### src/es_pkg.sv
// Shared types and constants of the exchange sorter.
`default_nettype none

package es_pkg;

   localparam int SAMPLE_W = 32;
   localparam int VALUE_W  = 31;

   // What the front end tells the back end to do with one transaction.
   typedef enum logic [1:0] {
      OP_STORE,        // store value, set continues
      OP_STORE_LAST,   // store value, store now full: sort and emit
      OP_FLUSH         // end marker on a non-empty set: sort and emit
   } op_type;

   typedef struct packed {
      op_type              op;
      logic [VALUE_W-1:0]  value;
   } cmd_type;

   typedef struct packed {
      logic                final_flag;
      logic [VALUE_W-1:0]  value;
   } rsp_type;

   localparam int CMD_W = $bits(cmd_type);
   localparam int RSP_W = $bits(rsp_type);

endpackage

`default_nettype wire

### src/es_ram.sv
// Generic single-write, single-read RAM with registered read data.
`default_nettype none

module es_ram #(
   parameter int WIDTH = 31,
   parameter int DEPTH = 64
) (
   input  logic                     clock,
   input  logic                     wr_en,
   input  logic [$clog2(DEPTH)-1:0] wr_addr,
   input  logic [WIDTH-1:0]         wr_data,
   input  logic                     rd_en,
   input  logic [$clog2(DEPTH)-1:0] rd_addr,
   output logic [WIDTH-1:0]         rd_data
);

   logic [WIDTH-1:0] mem_ff [DEPTH];
   logic [WIDTH-1:0] rd_data_ff;

   always_ff @(posedge clock) begin
      if (wr_en) begin
         mem_ff[wr_addr] <= wr_data;
      end
      if (rd_en) begin
         rd_data_ff <= mem_ff[rd_addr];
      end
   end

   assign rd_data = rd_data_ff;

endmodule

`default_nettype wire

### src/es_fifo.sv
// Small register-based FIFO with occupancy output.
`default_nettype none

module es_fifo #(
   parameter int WIDTH = 8,
   parameter int DEPTH = 4
) (
   input  logic                       clock,
   input  logic                       reset,
   input  logic                       push,
   input  logic [WIDTH-1:0]           din,
   output logic                       full,
   input  logic                       pop,
   output logic [WIDTH-1:0]           dout,
   output logic                       empty,
   output logic [$clog2(DEPTH+1)-1:0] level
);

   localparam int PTR_W = $clog2(DEPTH);
   localparam int LVL_W = $clog2(DEPTH+1);

   logic [WIDTH-1:0] slots_ff [DEPTH];
   logic [PTR_W-1:0] wr_ptr_ff, wr_ptr_in;
   logic [PTR_W-1:0] rd_ptr_ff, rd_ptr_in;
   logic [LVL_W-1:0] level_ff, level_in;
   logic             do_push, do_pop;

   assign full    = (level_ff == LVL_W'(DEPTH));
   assign empty   = (level_ff == '0);
   assign do_push = push && !full;
   assign do_pop  = pop && !empty;
   assign dout    = slots_ff[rd_ptr_ff];
   assign level   = level_ff;

   always_comb begin
      wr_ptr_in = wr_ptr_ff;
      rd_ptr_in = rd_ptr_ff;
      level_in  = level_ff;
      if (do_push) begin
         wr_ptr_in = (wr_ptr_ff == PTR_W'(DEPTH-1)) ? '0 : wr_ptr_ff + 1'b1;
      end
      if (do_pop) begin
         rd_ptr_in = (rd_ptr_ff == PTR_W'(DEPTH-1)) ? '0 : rd_ptr_ff + 1'b1;
      end
      unique case ({do_push, do_pop})
         2'b10:   level_in = level_ff + 1'b1;
         2'b01:   level_in = level_ff - 1'b1;
         default: level_in = level_ff;
      endcase
   end

   always_ff @(posedge clock) begin
      if (reset) begin
         wr_ptr_ff <= '0;
         rd_ptr_ff <= '0;
         level_ff  <= '0;
      end else begin
         wr_ptr_ff <= wr_ptr_in;
         rd_ptr_ff <= rd_ptr_in;
         level_ff  <= level_in;
      end
   end

   always_ff @(posedge clock) begin
      if (do_push) begin
         slots_ff[wr_ptr_ff] <= din;
      end
   end

endmodule

`default_nettype wire

### src/es_front.sv
// Front end: accepts samples, classifies them into commands, queues them.
`default_nettype none

module es_front #(
   parameter int CAPACITY = 64
) (
   input  logic                                 clock,
   input  logic                                 reset,
   input  logic                                 req_push,
   output logic                                 req_full,
   input  logic signed [es_pkg::SAMPLE_W-1:0]   req_sample_value,
   input  logic                                 cmd_pop,
   output logic                                 cmd_empty,
   output es_pkg::cmd_type                      cmd_data
);

   import es_pkg::*;

   localparam int CNT_W = $clog2(CAPACITY);

   logic [CNT_W-1:0] count_ff, count_in;
   logic             accept;
   logic             cmd_push;
   cmd_type          cmd_in;
   logic [CMD_W-1:0] cmd_vec;

   assign accept = req_push && !req_full;

   // Negative sample ends the set; an empty set is dropped here.
   always_comb begin
      cmd_in.value = req_sample_value[VALUE_W-1:0];
      cmd_in.op    = OP_STORE;
      cmd_push     = accept;
      count_in     = count_ff;
      if (req_sample_value[SAMPLE_W-1]) begin
         cmd_in.op = OP_FLUSH;
         cmd_push  = accept && (count_ff != '0);
         if (accept) begin
            count_in = '0;
         end
      end else if (count_ff == CNT_W'(CAPACITY-1)) begin
         cmd_in.op = OP_STORE_LAST;
         if (accept) begin
            count_in = '0;
         end
      end else if (accept) begin
         count_in = count_ff + 1'b1;
      end
   end

   always_ff @(posedge clock) begin
      if (reset) begin
         count_ff <= '0;
      end else begin
         count_ff <= count_in;
      end
   end

   es_fifo #(
      .WIDTH (CMD_W),
      .DEPTH (4)
   ) u_cmd_fifo (
      .clock (clock),
      .reset (reset),
      .push  (cmd_push),
      .din   (cmd_in),
      .full  (req_full),
      .pop   (cmd_pop),
      .dout  (cmd_vec),
      .empty (cmd_empty),
      .level ()
   );

   assign cmd_data = cmd_type'(cmd_vec);

endmodule

`default_nettype wire

### src/es_back.sv
// Back end: stores samples, runs the exchange sort in RAM, emits results.
`default_nettype none

module es_back #(
   parameter int CAPACITY = 64
) (
   input  logic                          clock,
   input  logic                          reset,
   input  logic                          cmd_empty,
   input  es_pkg::cmd_type               cmd_data,
   output logic                          cmd_pop,
   output logic                          rsp_empty,
   input  logic                          rsp_pop,
   output logic [es_pkg::VALUE_W-1:0]    rsp_sorted_value,
   output logic                          rsp_final_flag
);

   import es_pkg::*;

   localparam int ADDR_W    = $clog2(CAPACITY);
   localparam int FILL_W    = $clog2(CAPACITY+1);
   localparam int OUT_DEPTH = 4;
   localparam int OUT_LVL_W = $clog2(OUT_DEPTH+1);

   localparam logic [2:0] ST_IDLE = 3'd0;
   localparam logic [2:0] ST_LOAD = 3'd1;
   localparam logic [2:0] ST_SCAN = 3'd2;
   localparam logic [2:0] ST_LAST = 3'd3;
   localparam logic [2:0] ST_WB   = 3'd4;
   localparam logic [2:0] ST_EMIT = 3'd5;

   // What the RAM read data of this cycle is for.
   localparam logic [1:0] RD_NONE = 2'd0;
   localparam logic [1:0] RD_HELD = 2'd1;
   localparam logic [1:0] RD_CMP  = 2'd2;
   localparam logic [1:0] RD_OUT  = 2'd3;

   logic [2:0]         state_ff, state_in;
   logic [FILL_W-1:0]  fill_ff, fill_in;
   logic [ADDR_W-1:0]  i_ff, i_in;
   logic [ADDR_W-1:0]  j_ff, j_in;
   logic [VALUE_W-1:0] held_ff, held_in;
   logic [1:0]         tag_ff, tag_in;
   logic [ADDR_W-1:0]  tag_addr_ff, tag_addr_in;
   logic               tag_last_ff, tag_last_in;

   logic               ram_we, ram_re;
   logic [ADDR_W-1:0]  ram_wa, ram_ra;
   logic [VALUE_W-1:0] ram_wd, ram_rd;

   logic               out_push, out_full;
   rsp_type            out_din, out_dout;
   logic [RSP_W-1:0]   out_vec;
   logic [OUT_LVL_W-1:0] out_level;
   logic [OUT_LVL_W:0]   out_used;
   logic [ADDR_W-1:0]  last_idx;

   assign last_idx = ADDR_W'(fill_ff - FILL_W'(1));
   assign out_used = (OUT_LVL_W+1)'(out_level) + (OUT_LVL_W+1)'(tag_ff == RD_OUT);

   always_comb begin
      state_in    = state_ff;
      fill_in     = fill_ff;
      i_in        = i_ff;
      j_in        = j_ff;
      held_in     = held_ff;
      tag_in      = RD_NONE;
      tag_addr_in = j_ff;
      tag_last_in = 1'b0;
      ram_we      = 1'b0;
      ram_wa      = tag_addr_ff;
      ram_wd      = held_ff;
      ram_re      = 1'b0;
      ram_ra      = j_ff;
      cmd_pop     = 1'b0;
      out_push    = 1'b0;
      out_din.value      = ram_rd;
      out_din.final_flag = tag_last_ff;

      // Read-data stage; runs independently of the sequencer state.
      unique case (tag_ff)
         RD_HELD: held_in = ram_rd;
         RD_CMP: begin
            if (ram_rd > held_ff) begin
               ram_we  = 1'b1;
               ram_wa  = tag_addr_ff;
               ram_wd  = held_ff;
               held_in = ram_rd;
            end
         end
         RD_OUT:  out_push = 1'b1;
         default: ;
      endcase

      unique case (state_ff)
         ST_IDLE: begin
            if (!cmd_empty) begin
               cmd_pop = 1'b1;
               unique case (cmd_data.op)
                  OP_STORE: begin
                     ram_we  = 1'b1;
                     ram_wa  = fill_ff[ADDR_W-1:0];
                     ram_wd  = cmd_data.value;
                     fill_in = fill_ff + FILL_W'(1);
                  end
                  OP_STORE_LAST: begin
                     ram_we   = 1'b1;
                     ram_wa   = fill_ff[ADDR_W-1:0];
                     ram_wd   = cmd_data.value;
                     fill_in  = fill_ff + FILL_W'(1);
                     i_in     = '0;
                     state_in = ST_LOAD;
                  end
                  OP_FLUSH: begin
                     i_in     = '0;
                     state_in = ST_LOAD;
                  end
                  default: ;
               endcase
            end
         end
         ST_LOAD: begin
            ram_re   = 1'b1;
            ram_ra   = i_ff;
            tag_in   = RD_HELD;
            j_in     = '0;
            state_in = ST_SCAN;
         end
         ST_SCAN: begin
            ram_re      = 1'b1;
            ram_ra      = j_ff;
            tag_in      = (j_ff == i_ff) ? RD_NONE : RD_CMP;
            tag_addr_in = j_ff;
            if (j_ff == last_idx) begin
               state_in = ST_LAST;
            end else begin
               j_in = j_ff + 1'b1;
            end
         end
         ST_LAST: state_in = ST_WB;
         ST_WB: begin
            ram_we = 1'b1;
            ram_wa = i_ff;
            ram_wd = held_ff;
            if (i_ff == last_idx) begin
               j_in     = '0;
               state_in = ST_EMIT;
            end else begin
               i_in     = i_ff + 1'b1;
               state_in = ST_LOAD;
            end
         end
         ST_EMIT: begin
            if (out_used < (OUT_LVL_W+1)'(OUT_DEPTH)) begin
               ram_re      = 1'b1;
               ram_ra      = j_ff;
               tag_in      = RD_OUT;
               tag_last_in = (j_ff == last_idx);
               if (j_ff == last_idx) begin
                  fill_in  = '0;
                  state_in = ST_IDLE;
               end else begin
                  j_in = j_ff + 1'b1;
               end
            end
         end
         default: state_in = ST_IDLE;
      endcase
   end

   always_ff @(posedge clock) begin
      if (reset) begin
         state_ff <= ST_IDLE;
         fill_ff  <= '0;
         tag_ff   <= RD_NONE;
      end else begin
         state_ff <= state_in;
         fill_ff  <= fill_in;
         tag_ff   <= tag_in;
      end
   end

   always_ff @(posedge clock) begin
      i_ff        <= i_in;
      j_ff        <= j_in;
      held_ff     <= held_in;
      tag_addr_ff <= tag_addr_in;
      tag_last_ff <= tag_last_in;
   end

   es_ram #(
      .WIDTH (VALUE_W),
      .DEPTH (CAPACITY)
   ) u_store (
      .clock   (clock),
      .wr_en   (ram_we),
      .wr_addr (ram_wa),
      .wr_data (ram_wd),
      .rd_en   (ram_re),
      .rd_addr (ram_ra),
      .rd_data (ram_rd)
   );

   es_fifo #(
      .WIDTH (RSP_W),
      .DEPTH (OUT_DEPTH)
   ) u_rsp_fifo (
      .clock (clock),
      .reset (reset),
      .push  (out_push),
      .din   (out_din),
      .full  (out_full),
      .pop   (rsp_pop),
      .dout  (out_vec),
      .empty (rsp_empty),
      .level (out_level)
   );

   // Room is reserved before each read, so the queue never overflows.
   assign out_dout         = rsp_type'(out_vec);
   assign rsp_sorted_value = out_dout.value;
   assign rsp_final_flag   = out_dout.final_flag && !out_full ? out_dout.final_flag
                                                              : out_dout.final_flag;

endmodule

`default_nettype wire

### src/exchange_sorter.sv
// Samples load into the RAM at one per cycle while commands are waiting; the
// exchange sort then runs over the RAM (load, scan, last and write-back for
// each outer index), and results leave one per cycle while the result queue
// has room. A new set is not loaded until the last one has been emitted.
// Reset (synchronous, active high) empties both queues and the set in progress;
// the sample RAM itself is not cleared and needs no clearing pass.
`default_nettype none

module exchange_sorter #(
   parameter int CAPACITY = 64
) (
   input  logic                                clock,
   input  logic                                reset,
   // Input channel: push while not full.
   input  logic                                req_push,
   output logic                                req_full,
   input  logic signed [es_pkg::SAMPLE_W-1:0]  req_sample_value,
   // Result channel: oldest result shown while not empty; pop takes it.
   output logic                                rsp_empty,
   input  logic                                rsp_pop,
   output logic [es_pkg::VALUE_W-1:0]          rsp_sorted_value,
   output logic                                rsp_final_flag
);

   import es_pkg::*;

   // Command queue between the two halves. The front keeps accepting
   // transactions (up to the queue depth) while the back sorts or emits.
   logic    cmd_empty;
   logic    cmd_pop;
   cmd_type cmd_data;

   // Front: splits each sample into store / store-and-sort / flush,
   // and silently drops an end marker that arrives on an empty set.
   es_front #(
      .CAPACITY (CAPACITY)
   ) u_front (
      .clock            (clock),
      .reset            (reset),
      .req_push         (req_push),
      .req_full         (req_full),
      .req_sample_value (req_sample_value),
      .cmd_pop          (cmd_pop),
      .cmd_empty        (cmd_empty),
      .cmd_data         (cmd_data)
   );

   // Back: writes samples into the RAM, runs the i/j exchange sort with one
   // compare per cycle during each scan, then streams the sorted set into the result queue
   // with the final flag on its last entry.
   es_back #(
      .CAPACITY (CAPACITY)
   ) u_back (
      .clock            (clock),
      .reset            (reset),
      .cmd_empty        (cmd_empty),
      .cmd_data         (cmd_data),
      .cmd_pop          (cmd_pop),
      .rsp_empty        (rsp_empty),
      .rsp_pop          (rsp_pop),
      .rsp_sorted_value (rsp_sorted_value),
      .rsp_final_flag   (rsp_final_flag)
   );

endmodule

`default_nettype wire

### config.mk
export PLATFORM = sky130hd
export DESIGN_NAME = exchange_sorter
export DESIGN_NICKNAME = d
export VERILOG_FILES = /design/src/es_pkg.sv /design/src/es_ram.sv /design/src/es_fifo.sv /design/src/es_front.sv /design/src/es_back.sv /design/src/exchange_sorter.sv
export SDC_FILE = /design/constraint.sdc
export NUM_CORES = 2
export LEC_CHECK = 0
export BUFFER_PORTS_ARGS = -buffer_cell sky130_fd_sc_hd__clkbuf_2
export CELL_PAD_IN_SITES_DETAIL_PLACEMENT = 2
export CELL_PAD_IN_SITES_GLOBAL_PLACEMENT = 2
export CORE_ASPECT_RATIO = 0.9
export CORE_MARGIN = 2
export CORE_UTILIZATION = 43
export DETAILED_ROUTE_END_ITERATION = 8
export PLACE_DENSITY = 0.73
export SKIP_CTS_REPAIR_TIMING = 1
export SYNTH_ARGS = -nofsm -noshare
export SYNTH_HDL_FRONTEND = slang
export SYNTH_SLANG_ARGS = --single-unit
### constraint.sdc
create_clock -name clock -period 6.45 [get_ports clock]
set_input_delay 0.645 -clock clock [delete_from_list [all_inputs] [get_ports clock]]
set_output_delay 0.645 -clock clock [all_outputs]
set_load 0.005 [all_outputs]
* Word level (Yosys, flattened, before mapping)
Memories as Yosys holds them, arrays and structs flattened. A register that Yosys moved wholly into a read port is not among the register bits.
Index checks and enable logic that the tools add are counted.
** Word-level totals
- Flip-flop bits (word level) :: 82
- Bits in latches :: 0
- Memory bits (writable) :: 2244
- ROM bits :: 0
- Bits of input ports :: 36
- Output and inout bits :: 34
- Logic and storage cells :: 163
- Memories :: 3
** Memories
- u_back.u_store.mem_ff :: depth 64, bits a word 31, rd ports 1, clocked after memory_dff 1, write ports 1, line es_ram.sv:17 : logic [WIDTH-1:0] mem_ff [DEPTH];
- u_front.u_cmd_fifo.slots_ff :: depth 4, bits a word 33, rd ports 1, clocked after memory_dff 1, write ports 1, line es_fifo.sv:22 : logic [WIDTH-1:0] slots_ff [DEPTH];
- u_back.u_rsp_fifo.slots_ff :: depth 4, bits a word 32, rd ports 1, clocked after memory_dff 1, write ports 1, line es_fifo.sv:22
** Operators by class
- $add $sub $neg :: 14
- $mul :: 0
- Divide/modulo/power cells :: 0
- Magnitude comparators :: 2
- Equal/unequal tests :: 33
- Shift-type cells :: 0
- Mux-type cells :: 65
- Bitwise operators :: 0
- Reduce and logical (&&, ||, !) cells :: 31
** Operators by type and width (count)
- 31-bit 2-to-1 mux :: 4
- 6-bit 2-to-1 mux :: 13
- 31-bit case mux with 2 select lines :: 1
- 31-bit > comparator :: 1
- 7-bit 2-to-1 mux :: 4
- 6-bit case mux with 2 select lines :: 2
- 6-bit case mux with 4 select lines :: 1
- 2-bit 2-to-1 mux :: 11
- 6-bit by 1-bit adder with 6-bit output, second input constant :: 3
- 2-bit equality test, second input constant :: 9
- 6-bit equality test :: 3
- 3-bit 2-to-1 mux :: 6
- 3-bit case mux with 6 select lines :: 1
- 1-bit 2-to-1 mux :: 16
- 7-bit case mux with 2 select lines :: 1
- 3-bit equality test, second input constant :: 4
- 3-bit case mux with 2 select lines :: 2
- 2-bit by 1-bit inequality test with 1-bit output, second input constant :: 5
- 5-bit AND reduction :: 2
- 2-bit nonzero test :: 5
- 3-bit logical NOT :: 3
- 2-bit by 1-bit adder with 2-bit output, second input constant :: 4
- 2-bit by 1-bit equality test with 1-bit output, second input constant :: 4
- 2-bit inequality test, second input constant :: 4
- other kinds (21) :: 36

* Longest topological paths before layout
- Word-level depth :: 8
- Mapped depth :: 13

* Hierarchy
From an unflattened synthesis, not the netlist that was laid out.
** Unflattened totals
- Cells, all modules :: 4357
- Area total of the unflattened synthesis :: 91481.5 um^2
** By module, submodules not included
- es_ram :: times used 1, cells each 3418, area an instance 76616.0 um^2
- es_fifo at u_front.u_cmd_fifo :: times used 1, cells each 227, area an instance 5252.5 um^2
- es_fifo at u_back.u_rsp_fifo :: times used 1, cells each 221, area an instance 5102.4 um^2
- es_back :: times used 1, cells each 441, area an instance 4112.7 um^2
- es_front :: times used 1, cells each 50, area an instance 397.9 um^2

* Least setup slack after synthesis
No wires, ideal clock.
- Kind :: reg2reg
- From :: reg (tool-made name)
- To :: mem u_back.u_store.mem_ff[61][0], enable pin
- Library setup time :: 497 ps
- Arrival :: 5984 ps
- Required time :: 5953 ps
- Slack :: -31 ps
- Cell stages (with the launch flop) :: 11
- Path buffers :: 2
- Cells stage by stage :: dfxtp_1 clkbuf_1 buf_1 mux4_2 ha_1 o32ai_1 nand2_1 a21oi_1 a221o_1 nand3_1 nor4_1
** RTL lines (line)
- to (decl) :: es_ram.sv:17

* Worst setup path in the final report
- From :: reg u_back.state_ff[0]
- To :: reg u_back.u_store.rd_data_ff[3] (netlist: u_back.u_store.rd_data[3]) (read register of u_back.u_store.mem_ff) (data pin)
** Between the ends
- Word-level cells in the longest chain between the ends :: 3
- Elaborated cells on any way between the ends :: 6
- Classes of those cells :: eq/ne (3); mux (2); reduce/logical (1)
** Ends and longest elaborated chain
- from (decl) :: line es_back.sv:38 : logic [2:0] state_ff, state_in;
- from (signal assigned) :: line es_back.sv:177 : state_ff <= state_in;
- 3-bit by 1-bit equality test with 1-bit output or 3-bit by 2-bit equality test with 1-bit output (tied branches) :: line es_back.sv:95 : unique case (state_ff)
- 2-bit OR reduction (no line)
- 1-bit case mux with 2 select lines :: line es_back.sv:95
- to (decl) :: line es_ram.sv:18 : logic [WIDTH-1:0] rd_data_ff;
Several ways; a longest one is shown, not always the timed one.
A chain may end at the register's enable or synchronous reset.

==> results.sh <==
export IMPL_seq_area_frac_synth_pct=76.9
export IMPL_slew_violations=0
export IMPL_period_needed_ns=5.96
export IMPL_cts_tree="built"
export IMPL_drt_iter0_drc=8720
export IMPL_final_cells=8793
export IMPL_synth_edf_count=2318
export IMPL_synth_main_ff_cell="edfxtp_1"
export IMPL_cts_root_buffer="clkbuf_16"
export IMPL_path_max_fanout=88
export IMPL_mostFrequentLayoutCells="edfxtp_1 (2318), nand2_1 (1111), mux4_2 (247)"
export IMPL_area_growth_syn_to_layout_pct=14.4
export IMPL_ir_drop_mv=0.417
export IMPL_insertion_delay_ns=0.93
export IMPL_die_area_um2=217000
export IMPL_max_freq_mhz=168
export IMPL_critPathRequiredTime_ns=6.86
export IMPL_setup_tns_ns=0
export IMPL_crit_path_end_kind="flip-flop"
export IMPL_setup_violations=0
export IMPL_outcome="completed"
export IMPL_r2r_end="u_back.u_store.rd_data[3]$_DFFE_PP_"
export IMPL_cpMostUsedCell="a31oi_1"
export IMPL_fin_area_um2=105000
export IMPL_synth_async_reset_ratio_pct=0
export IMPL_p_leak_nw=34.3
export IMPL_crit_family="simple AND/OR/NAND/NOR gates"
export IMPL_htree_levels=4
export IMPL_drcViolationCount=0
export IMPL_worstPathCellList="or3b_1 > mux2_8 > buf_4 > nand2_1 > a31oi_1 > and3_1 > a31oi_1 > nand4_1"
export IMPL_die_w_um=490
export IMPL_relSlewSlack_pct=1.34
export IMPL_numPortBuffers=69
export IMPL_n_fill_cell=19200
export IMPL_grt_max_degree=100
export IMPL_cts_clk_slew_worst_paths_ns=0.07
export IMPL_power_density_nw_per_um2=547
export IMPL_boundaryPins=70
export IMPL_yosysUniqueCellTypes=70
export IMPL_hold_start="req_sample_value[31]"
export IMPL_maxCapViolCount=0
export IMPL_ys_warn_count=0
export IMPL_drive_above_1_share_pct=16.9
export IMPL_tightest_slew_ns=1.47
export IMPL_path_buf_inv=1
export IMPL_r2r_start="u_back.state_ff[0]$_SDFFE_PP0P_"
export IMPL_track_usage_pct=33.4
export IMPL_wirelength_um=373000
export IMPL_hpwl_um=206000
export IMPL_start_kind="flip-flop"
export IMPL_crit_type="flip-flop to flip-flop"
export IMPL_die_y_um=442
export IMPL_rsz0062_at_grt="no"
export IMPL_grt_antenna_before_repair=43
export IMPL_syn_inst=5520
export IMPL_whs_path_depth=1
export IMPL_grt_pass1_wl_um=508000
export IMPL_clock_sinks=2360
export IMPL_rrSetupSlack_ns=0.49
export IMPL_skew_ns=0.0675
export IMPL_ant_nets=0
export IMPL_synth_nets=5609
export IMPL_drtPass1Iterations=5
export IMPL_dr_total_vias=58100
export IMPL_dp_cells=8309
export IMPL_detail_route_wl_per_cell_um=42.5
export IMPL_overflow=0
export IMPL_synth_area_um2=91600
export IMPL_hold_path_class="input pin to flip-flop"
export IMPL_rr_worst_depth=8
export IMPL_start_util_pct=43.3
export IMPL_dpl_cell_area_um2=96900
export IMPL_finalHoldViolations=0
export IMPL_final_period_utilization_pct=92.4
export IMPL_min_to="u_front.u_cmd_fifo.slots_ff[0][32]$_DFFE_PP_"
export IMPL_synth_area_per_cell_um2=16.6
export IMPL_crit_path_max_incr_delay_ns=0.97
export IMPL_grt_pass1_vias=60500
export IMPL_worst_path_max_delay_cell="a31oi_1"
export IMPL_final_common_cell="edfxtp_1"
export IMPL_synth_seq_cells=2360
export IMPL_cp_data_arrival_time_ns=6.38
export IMPL_via_per_inst=6.61
export IMPL_cts_buffers=236
export IMPL_core_area_um2=211000
export IMPL_gp_congestion=0.858
export IMPL_final_util_pct=49.6
export IMPL_nets=5833
export IMPL_rows=160
export IMPL_clockBufferDepth=3
[stage by stage]
stage          total power, W  hold WS [ns]  setup slack, ns
2_1_floorplan          0.0316         0.346            0.697
3_3_place_gp           0.0401         0.474             1.21
3_5_place_dp           0.0416         0.505             1.04
4_1_cts                0.0564       -0.0907            0.808
6_report               0.0573         0.215            0.487
5_1_grt                0.0581         0.197            0.414
[layer usage]
| layer | GRT usage [%] | share of wire [%] | up-vias |
|---|---|---|---|
| met5 | 0.0879 | 0.058 | - |
| met3 | 8.15 | 9.8 | 968 |
| met1 | 42.5 | 37 | 31100 |
| met4 | 17.3 | 5.9 | 32 |
| met2 | 53.4 | 47 | 4058 |
| li1 | - | - | 21900 |
[logic make-up after synthesis]
group	count (synthesis)	synth area share, %
buffers and inverters	375	1.81
muxes	386	7.62
AOI/OAI and AO/OA	640	4.64
xor gates and xnor gates	38	0.410
adders and majority gates	53	0.740
DFF	2360	76.9
and+or+nand+nor	1668	7.86
[area by class of cell]
type,count,area (um^2),area share (%)
Multi-Input combinational cell,2785,20500,19.6
Tap cell,2835,3550,3.38
Clock buffer,295,6260,5.98
Timing Repair Buffer,305,2450,2.34
Antenna cell,10,25.0,0.0239
Clock inverter,147,1320,1.26
Sequential cell,2360,70500,67.2
Inverter,56,210,0.201
[flip-flops by register name (all words and copies together), names as in the netlist, named ones only]
| signal | cells |
|---|---|
| u_back.u_store.mem_ff | 1984 |
| u_front.u_cmd_fifo.slots_ff | 132 |
| u_back.u_rsp_fifo.slots_ff | 128 |
| u_back.held_ff | 31 |
| u_back.u_store.rd_data | 31 |
| u_back.fill_ff | 6 |
| u_back.i_ff | 6 |
| u_back.j_ff | 6 |
| u_back.tag_addr_ff | 6 |
| u_front.count_ff | 6 |
| u_back.state_ff | 3 |
| u_back.u_rsp_fifo.level | 3 |
| u_front.u_cmd_fifo.level | 3 |
| u_back.tag_ff | 2 |
| u_back.u_rsp_fifo.rd_ptr_ff | 2 |
| u_back.u_rsp_fifo.wr_ptr_ff | 2 |
| u_front.u_cmd_fifo.rd_ptr_ff | 2 |
| u_front.u_cmd_fifo.wr_ptr_ff | 2 |
| u_back.tag_last_ff | 1 |
[cells in the mapped netlist, drive strengths merged (3+ instances only)]
library cell  instances  share of area (%)
a22oi                29               0.24
and3                 97               0.66
or3                  11              0.075
and2                 10              0.068
nand3               169               0.92
mux2                  6              0.078
a31oi               189                1.3
a22o                 30               0.29
o21a                  3              0.025
nand3b                5              0.041
a221oi                6              0.057
xor2                 20               0.19
nand2b                5              0.034
a21o                 11              0.090
a221o                 5              0.055
ha                   51               0.70
or2                   6              0.041
a21oi               175               0.96
inv                  56               0.23
nor2                109               0.45
and4                  4              0.038
o21ai                45               0.25
xnor2                15               0.14
dfxtp                42               0.92
mux4                247                6.1
clkbuf              192               0.79
nor4                 35               0.24
nand2              1114                4.6
edfxtp             2318                 76
nand4                46               0.31
buf                 127               0.80
nor4b                 4              0.038
nor3b                 8              0.076
mux2i               133                1.5
a211oi                8              0.066
a32oi               119                1.1
nor3                 27               0.15
nor2b                 9              0.061
[worst reg2reg max path: stages, from the launching register on]
cell and delay [ns]:
dfxtp_1 0.60, or3b_1 0.87, mux2_8 0.74, buf_4 0.82
nand2_1 0.23, a31oi_1 0.13, and3_1 0.26, a31oi_1 0.97
nand4_1 0.85
[how the worst max path moves through the flow]
| stage | cells after the start | end | slack (ns) | startpoint |
|---|---|---|---|---|
| 3_5_place_dp | 9 | u_back.u_store.rd_data[3]$_DFFE_PP_ | 1.04 | u_back.state_ff[1]$_SDFFE_PP0P_ |
| 6_report | 8 | u_back.u_store.rd_data[3]$_DFFE_PP_ | 0.49 | u_back.state_ff[0]$_SDFFE_PP0P_ |
| 3_3_place_gp | 9 | u_back.u_store.rd_data[3]$_DFFE_PP_ | 1.21 | u_back.state_ff[1]$_SDFFE_PP0P_ |
| 4_1_cts | 9 | u_back.u_store.rd_data[9]$_DFFE_PP_ | 0.81 | u_back.state_ff[1]$_SDFFE_PP0P_ |
| 2_1_floorplan | 8 | u_back.u_store.mem_ff[0][20]$_DFFE_PP_ | 0.70 | flip-flop |
| 5_1_grt | 9 | u_back.u_store.rd_data[9]$_DFFE_PP_ | 0.41 | u_back.state_ff[1]$_SDFFE_PP0P_ |
[power by group]
| group | total (W) | switching (W) | internal (W) |
|---|---|---|---|
| sequential | 0.0210 | 0.000663 | 0.0203 |
| combinational | 0.0220 | 0.0169 | 0.00519 |
| clock | 0.0143 | 0.00659 | 0.00771 |
| total | 0.0573 | 0.0241 | 0.0332 |
No activity file was read; power rests on OpenSTA's default activity.
